### src/rtl/bsa_pkg.sv
// ----------------------------------------------------------------------------
// Bounding sphere accumulator package
// Shared constants, opcodes, controller states and command/status bundles.
// ----------------------------------------------------------------------------
package bsa_pkg;

  localparam int unsigned FracBitsDefault = 16;
  localparam int unsigned CoordW          = 32;
  localparam int unsigned MagW            = 33;
  localparam int unsigned ProdW           = 66;
  localparam int unsigned RemW            = 36;
  localparam int unsigned GrowW           = 35;
  localparam int unsigned SqrtSteps       = 33;
  localparam int unsigned CntW            = 6;

  typedef enum logic [1:0] {
    OP_RESET_PT  = 2'd0,
    OP_GROW_PT   = 2'd1,
    OP_GROW_SPH  = 2'd2,
    OP_QUERY     = 2'd3
  } op_e;

  typedef enum logic [4:0] {
    S_IDLE, S_DIFF, S_PT, S_CP, S_GE, S_MX, S_MY, S_MZ, S_MA, S_MB, S_MC,
    S_SQRT, S_NR, S_GR, S_DINIT, S_DIV, S_TX, S_TY, S_TZ, S_TW, S_FIN
  } state_e;

  typedef enum logic [3:0] {
    MUL_DX, MUL_DY, MUL_DZ, MUL_R, MUL_RD, MUL_SUM, MUL_TX, MUL_TY, MUL_TZ
  } mul_sel_e;

  typedef enum logic [1:0] {
    ACC_HOLD, ACC_LOAD, ACC_ADD
  } acc_op_e;

  typedef enum logic [2:0] {
    UPD_NONE, UPD_POINT, UPD_COPY, UPD_X, UPD_Y, UPD_Z
  } upd_e;

  typedef enum logic [1:0] {
    GR_HOLD, GR_IN, GR_CUR, GR_NR
  } gr_e;

  typedef struct packed {
    logic     load_in;
    logic     diff_en;
    mul_sel_e mul_sel;
    acc_op_e  acc_op;
    logic     cont_en;
    logic     ov_en;
    logic     sqrt_init;
    logic     sqrt_step;
    logic     g_en;
    logic     div_init;
    logic     div_step;
    upd_e     upd;
    gr_e      gr_sel;
    logic     load_out;
  } cmd_t;

  typedef struct packed {
    op_e  op;
    logic cur_empty;
    logic in_empty;
    logic in_gt_cur;
    logic cont;
  } sts_t;

endpackage

### src/rtl/bsa_ctrl.sv
// ----------------------------------------------------------------------------
// Bounding sphere accumulator controller
// Sequences the distance, square root, divide and center move steps.
// ----------------------------------------------------------------------------
module bsa_ctrl #(
  parameter int unsigned FRAC_BITS = bsa_pkg::FracBitsDefault
) (
  input  logic          clk_i,
  input  logic          rst_ni,
  input  logic          in_valid_i,
  output logic          in_ready_o,
  output logic          out_valid_o,
  input  logic          out_ready_i,
  input  bsa_pkg::sts_t sts_i,
  output bsa_pkg::cmd_t cmd_o
);

  bsa_pkg::state_e                 state_q, state_d;
  logic [bsa_pkg::CntW-1:0]        cnt_q, cnt_d;
  logic                            out_valid_q, out_valid_d;
  logic                            sqrt_last, div_last;

  assign sqrt_last = (cnt_q == bsa_pkg::CntW'(bsa_pkg::SqrtSteps - 1));
  assign div_last  = (cnt_q == bsa_pkg::CntW'(FRAC_BITS));

  always_comb begin
    state_d = state_q;
    case (state_q)
      bsa_pkg::S_IDLE: begin
        if (in_valid_i) state_d = bsa_pkg::S_DIFF;
      end
      bsa_pkg::S_DIFF: begin
        case (sts_i.op)
          bsa_pkg::OP_RESET_PT: state_d = bsa_pkg::S_PT;
          bsa_pkg::OP_GROW_PT:  state_d = sts_i.cur_empty ? bsa_pkg::S_PT : bsa_pkg::S_MX;
          bsa_pkg::OP_GROW_SPH: begin
            if (sts_i.in_empty)       state_d = bsa_pkg::S_FIN;
            else if (sts_i.cur_empty) state_d = bsa_pkg::S_CP;
            else                      state_d = bsa_pkg::S_MX;
          end
          default: begin
            state_d = (sts_i.cur_empty || sts_i.in_empty) ? bsa_pkg::S_GE : bsa_pkg::S_MX;
          end
        endcase
      end
      bsa_pkg::S_PT, bsa_pkg::S_CP, bsa_pkg::S_GE, bsa_pkg::S_GR,
      bsa_pkg::S_TW: state_d = bsa_pkg::S_FIN;
      bsa_pkg::S_MX: state_d = bsa_pkg::S_MY;
      bsa_pkg::S_MY: state_d = bsa_pkg::S_MZ;
      bsa_pkg::S_MZ: state_d = bsa_pkg::S_MA;
      bsa_pkg::S_MA: state_d = bsa_pkg::S_MB;
      bsa_pkg::S_MB: state_d = bsa_pkg::S_MC;
      bsa_pkg::S_MC: begin
        if (!sts_i.cont) begin
          state_d = bsa_pkg::S_SQRT;
        end else begin
          case (sts_i.op)
            bsa_pkg::OP_GROW_SPH: state_d = sts_i.in_gt_cur ? bsa_pkg::S_CP : bsa_pkg::S_FIN;
            bsa_pkg::OP_QUERY:    state_d = bsa_pkg::S_GE;
            default:              state_d = bsa_pkg::S_FIN;
          endcase
        end
      end
      bsa_pkg::S_SQRT: begin
        if (sqrt_last) state_d = bsa_pkg::S_NR;
      end
      bsa_pkg::S_NR: begin
        state_d = (sts_i.op == bsa_pkg::OP_QUERY) ? bsa_pkg::S_GR : bsa_pkg::S_DINIT;
      end
      bsa_pkg::S_DINIT: state_d = bsa_pkg::S_DIV;
      bsa_pkg::S_DIV: begin
        if (div_last) state_d = bsa_pkg::S_TX;
      end
      bsa_pkg::S_TX: state_d = bsa_pkg::S_TY;
      bsa_pkg::S_TY: state_d = bsa_pkg::S_TZ;
      bsa_pkg::S_TZ: state_d = bsa_pkg::S_TW;
      bsa_pkg::S_FIN: begin
        if (!out_valid_q || out_ready_i) state_d = bsa_pkg::S_IDLE;
      end
      default: state_d = bsa_pkg::S_IDLE;
    endcase
  end

  always_comb begin
    cmd_o           = '0;
    cmd_o.mul_sel   = bsa_pkg::MUL_DX;
    cmd_o.acc_op    = bsa_pkg::ACC_HOLD;
    cmd_o.upd       = bsa_pkg::UPD_NONE;
    cmd_o.gr_sel    = bsa_pkg::GR_HOLD;
    case (state_q)
      bsa_pkg::S_IDLE: cmd_o.load_in = in_valid_i;
      bsa_pkg::S_DIFF: cmd_o.diff_en = 1'b1;
      bsa_pkg::S_PT:   cmd_o.upd = bsa_pkg::UPD_POINT;
      bsa_pkg::S_CP:   cmd_o.upd = bsa_pkg::UPD_COPY;
      bsa_pkg::S_GE: begin
        cmd_o.gr_sel = (sts_i.cur_empty || (!sts_i.in_empty && sts_i.in_gt_cur)) ?
                       bsa_pkg::GR_IN : bsa_pkg::GR_CUR;
      end
      bsa_pkg::S_MX:   cmd_o.mul_sel = bsa_pkg::MUL_DX;
      bsa_pkg::S_MY: begin
        cmd_o.mul_sel = bsa_pkg::MUL_DY;
        cmd_o.acc_op  = bsa_pkg::ACC_LOAD;
      end
      bsa_pkg::S_MZ: begin
        cmd_o.mul_sel = bsa_pkg::MUL_DZ;
        cmd_o.acc_op  = bsa_pkg::ACC_ADD;
      end
      bsa_pkg::S_MA: begin
        cmd_o.mul_sel = (sts_i.op == bsa_pkg::OP_GROW_PT) ? bsa_pkg::MUL_R : bsa_pkg::MUL_RD;
        cmd_o.acc_op  = bsa_pkg::ACC_ADD;
      end
      bsa_pkg::S_MB: begin
        cmd_o.mul_sel = bsa_pkg::MUL_SUM;
        cmd_o.cont_en = 1'b1;
      end
      bsa_pkg::S_MC: begin
        cmd_o.ov_en     = 1'b1;
        cmd_o.sqrt_init = 1'b1;
      end
      bsa_pkg::S_SQRT:  cmd_o.sqrt_step = 1'b1;
      bsa_pkg::S_NR:    cmd_o.g_en = 1'b1;
      bsa_pkg::S_GR:    cmd_o.gr_sel = bsa_pkg::GR_NR;
      bsa_pkg::S_DINIT: cmd_o.div_init = 1'b1;
      bsa_pkg::S_DIV:   cmd_o.div_step = 1'b1;
      bsa_pkg::S_TX:    cmd_o.mul_sel = bsa_pkg::MUL_TX;
      bsa_pkg::S_TY: begin
        cmd_o.mul_sel = bsa_pkg::MUL_TY;
        cmd_o.upd     = bsa_pkg::UPD_X;
      end
      bsa_pkg::S_TZ: begin
        cmd_o.mul_sel = bsa_pkg::MUL_TZ;
        cmd_o.upd     = bsa_pkg::UPD_Y;
      end
      bsa_pkg::S_TW:    cmd_o.upd = bsa_pkg::UPD_Z;
      bsa_pkg::S_FIN:   cmd_o.load_out = !out_valid_q || out_ready_i;
      default: ;
    endcase
  end

  always_comb begin
    cnt_d = '0;
    if (state_q == bsa_pkg::S_SQRT) begin
      cnt_d = sqrt_last ? '0 : cnt_q + 1'b1;
    end else if (state_q == bsa_pkg::S_DIV) begin
      cnt_d = div_last ? '0 : cnt_q + 1'b1;
    end
  end

  assign out_valid_d = cmd_o.load_out | (out_valid_q & ~out_ready_i);
  assign in_ready_o  = (state_q == bsa_pkg::S_IDLE);
  assign out_valid_o = out_valid_q;

  always_ff @(posedge clk_i or negedge rst_ni) begin
    if (!rst_ni) begin
      state_q     <= bsa_pkg::S_IDLE;
      cnt_q       <= '0;
      out_valid_q <= 1'b0;
    end else begin
      state_q     <= state_d;
      cnt_q       <= cnt_d;
      out_valid_q <= out_valid_d;
    end
  end

`ifndef NO_ASSERTIONS
  a_load_no_overwrite: assert property (@(posedge clk_i) disable iff (!rst_ni)
    cmd_o.load_out |-> (!out_valid_q || out_ready_i))
    else $error("result overwritten before it was taken");
  a_accept_starts: assert property (@(posedge clk_i) disable iff (!rst_ni)
    (in_valid_i && in_ready_o) |=> (state_q == bsa_pkg::S_DIFF))
    else $error("accepted item did not start");
  a_sqrt_bound: assert property (@(posedge clk_i) disable iff (!rst_ni)
    (state_q == bsa_pkg::S_SQRT) |-> (cnt_q < bsa_pkg::CntW'(bsa_pkg::SqrtSteps)))
    else $error("square root step count overrun");
  a_div_bound: assert property (@(posedge clk_i) disable iff (!rst_ni)
    (state_q == bsa_pkg::S_DIV) |-> (cnt_q <= bsa_pkg::CntW'(FRAC_BITS)))
    else $error("divide step count overrun");
`endif

endmodule

### config.mk
export PLATFORM = sky130hd
export DESIGN_NAME = bsa_ctrl
export DESIGN_NICKNAME = d
export VERILOG_FILES = /design/src/rtl/bsa_pkg.sv /design/src/rtl/bsa_ctrl.sv
export SDC_FILE = /design/constraint.sdc
export NUM_CORES = 1
export LEC_CHECK = 0
export BUFFER_PORTS_ARGS = -buffer_cell sky130_fd_sc_hd__buf_2
export CORE_MARGIN = 5
export CORE_UTILIZATION = 50
export CTS_CLUSTER_DIAMETER = 100
export DETAILED_ROUTE_END_ITERATION = 10
export PLACE_DENSITY = 0.77
export SLEW_MARGIN = 0
export SYNTH_ARGS = -nofsm -noshare
export SYNTH_HDL_FRONTEND = slang
export SYNTH_SLANG_ARGS = --single-unit
### constraint.sdc
create_clock -name clk_i -period 1.8 [get_ports clk_i]
set_input_delay 0.09 -clock clk_i [delete_from_list [all_inputs] [get_ports clk_i]]
set_output_delay 0.09 -clock clk_i [all_outputs]
set_load 0.02 [all_outputs]
==> results.py <==
metrics = {
    "status": {
        "outcome": "finished, violations left",
        "failed_checks": "negative setup slack",
    },
    "routing": {
        "wl_met2_mm": 1.81,
        "routed-wl-met3_um": 312,
        "drt_wl_total_mm": 3.99,
        "vias": 1414,
        "detail_route.wl_per_cell_um": 16.6,
        "ant_nets": 0,
        "wl_met1_mm": 1.80,
        "remaining_drc_errors": 0,
        "top_layer": "met4",
        "drt_first_pass_iters": 4,
        "drtIter0Drc": 86,
        "vias_per_cell": 5.87,
    },
    "setup_path": {
        "reg2reg_slack_ns": -0.04,
        "critPathKind": "flip-flop to flip-flop",
        "cp_data_required_time_ns": 1.96,
        "critPathArrivalTime_ns": 2.00,
        "reg2reg_depth": 6,
        "cp_max_fo": 5,
        "r2r-start": "state_q[3]",
        "critPathCaptureType": "flip-flop",
        "r2r_end": "state_q[0]",
        "start_kind": "flip-flop",
    },
    "yosys": {
        "synth_common_cells": "nor2_1, a21oi_1, dfrtp_1, nand2_1, inv_1",
        "netlist_area_sq_um": 1180,
        "avgSynthCellArea_sq_um": 7.14,
        "synth-simple-area-share": 0.316,
        "yosysTopAreaCell": "dfrtp_1",
        "synthTopCellsByArea": "dfrtp_1, a21oi_1, nor2_1, nand2b_1, o21ai_0",
        "ys_seq_area_frac": 0.253,
        "synthCells": 166,
        "synth-compound-area-share": 0.270,
        "yosys-mux-area-fraction": 0.00950,
        "synth.distinct_cells": 51,
        "synth-async-reset-ratio": 1.00,
        "synth_edf_count": 0,
        "synth_top_family_by_area": "simple AND/OR/NAND/NOR gates",
        "synth_top_area_frac": 0.253,
        "synth-adder-area-share": 0.0211,
        "ys_ff_latch": 12,
        "synth_nets": 178,
        "ys_warn_count": 0,
        "ys.flop_type": "dfrtp_1",
        "synth_xor_area_frac": 0.0370,
        "synth_most_common_cell": "nor2_1",
    },
    "finish": {
        "nets": 226,
        "drive_above_1_share": 0.371,
        "fin_cells": 241,
        "final_core_util": 0.717,
        "num_antenna_cells": 0,
        "nFillCells": 192,
        "regArea_sq_um": 307,
        "multiInputGateArea_sq_um": 832,
        "area_delta_synth_final_pct": 35.1,
    },
    "job": {
        "maxCapViolations": 0,
    },
    "sta": {
        "slew-limit-headroom": 0.714,
        "fmax_mhz": 544,
        "finClkSkew_ns": 0.00406,
        "finalHoldViolations": 0,
        "fin_crit_sh": 1.02,
        "final_max_slew_viol_count": 0,
        "rsz0062_at_grt": "true",
        "setup-tns-final_ns": -0.0388,
        "period_needed_ns": 1.84,
        "finalSetupViolCount": 1,
        "timing.final.ws_setup_ns": -0.0388,
        "worst_pin_slew_ns": 0.428,
    },
    "place": {
        "post-place-ws_ns": 0.0424,
        "hpwlAfterDp_mm": 2.98,
        "portBuffers": 32,
        "placed_cells": 229,
        "gp_routability_congestion": 0.926,
    },
    "pwr": {
        "irDropWorstVdd_v": 0.00117,
        "power.total_mw": 2.54,
        "leakage_nw": 0.760,
        "power_density_nw_per_um2": 1590,
    },
    "min_path": {
        "hold_end": "out_valid_o",
        "whs_path_depth": 2,
        "worstHoldPathType": "input pin to flip-flop",
        "hold_start": "out_ready_i",
    },
    "cts": {
        "worstSkewPairLatency_ns": 0.28,
        "cts_tree": "yes",
        "cts_root_buf": "clkbuf_4",
        "path_clk_slew_ns": 0.09,
        "htreeDepth": 1,
        "clock_sinks": 12,
        "numCtsBuffers": 3,
        "clockBufferDepth": 2,
    },
    "floorplan": {
        "fp.dieArea_sq_um": 3440,
        "die_h_um": 58.7,
        "fp-row-count": 17,
        "die_x_um": 58.7,
        "start_util": 0.531,
        "io_pins": 33,
        "core_sq_um": 2230,
    },
    "global_routing": {
        "antenna_found_initial": 0,
        "grt_max_degree": 14,
        "grt_pass1_wl_mm": 6.51,
        "first_global_vias": 1350,
        "grt-ovfl-total": 0,
        "gr-usage-all-layers": 0.243,
    },
}
==> power by group <==
part | switching, mW | internal [mW]
logic | 1.07 | 0.795
clock network | 0.103 | 0.123
registers | 0.102 | 0.342
total | 1.28 | 1.26
==> per-layer routing <==
metal,vias up,GRT usage
met5,-,0
met4,0,0.0971
met3,8,0.0373
met2,78,0.372
met1,655,0.340
li1,673,-
==> logic make-up after synthesis <==
kind of cell / Yosys count
AND/OR/NAND/NOR: 73
flip-flops: 12
XOR/XNOR: 5
buffers and inverters: 24
multiplexers: 1
adder cells (fa/ha/maj): 2
AO/OA/AOI/OAI: 49
==> area by class of cell <==
type                       instances  share of cell area
inverter                          11              0.0258
timing repair buffer              56               0.218
clock buffer                       4              0.0227
tap                               28              0.0219
sequential                        12               0.192
multi-input combinational        130               0.520
==> placed cells by master (no fill, tap or decap), types with 2 or more instances in the layout <==
| master | n |
|---|---|
| a21oi_1 | 19 |
| and2_1 | 2 |
| buf_2 | 29 |
| buf_4 | 23 |
| clkbuf_2 | 2 |
| clkbuf_4 | 3 |
| dfrtp_1 | 7 |
| dfrtp_2 | 5 |
| ha_1 | 2 |
| inv_1 | 10 |
| nand2_1 | 11 |
| nand2b_1 | 8 |
| nand3_1 | 3 |
| nor2_1 | 21 |
| nor2_2 | 3 |
| nor2b_1 | 3 |
| nor3_1 | 3 |
| nor4_1 | 2 |
| o21ai_0 | 9 |
| or2_2 | 2 |
| or3_1 | 5 |
| xnor2_1 | 2 |
| xor2_1 | 3 |
==> critical path, cell delays in order, from the launching register on <==
cell and delay [ns]:
dfrtp_2 0.45, buf_4 0.17, buf_4 0.14, or3_1 0.32
nor4_1 0.18, a21oi_1 0.10, a221o_1 0.34
==> repair_timing <==
action                                 CTS  global route
setup endpoints to repair                6            13
hold buffers                             1             0
endpoints found under the hold margin   12             0
setup buffers                            1             6
pin swaps                                0             2
resized for setup                        4            16
==> metrics by stage <==
step,hold slack [ns],area [sq um]
final,0.00872,1600
after global routing,0.0236,1600
after CTS,0.0127,1510
after detailed placement,-0.00793,1450
after global placement,-0.0247,1450
after floorplan,-0.206,1200
==> flip-flops by register name (all words and copies together) (netlist names) <==
register,flops
cnt_q,6
state_q,5
out_valid_o,1
==> worst max path at each step <==
stage	startpoint	end	slack [ns]	cells after the start
finish	state_q[3]	state_q[0]	-0.04	6
global route	state_q[3]	state_q[0]	-0.06	6
CTS	state_q[1]	cmd_o[3]	0.007	5
detailed placement	state_q[2]	state_q[2]	0.04	5
global placement	state_q[3]	state_q[2]	0.04	5
floorplan	state_q[0]	cmd_o[11]	0.03	5
Power figures use the tool's default switching activity.
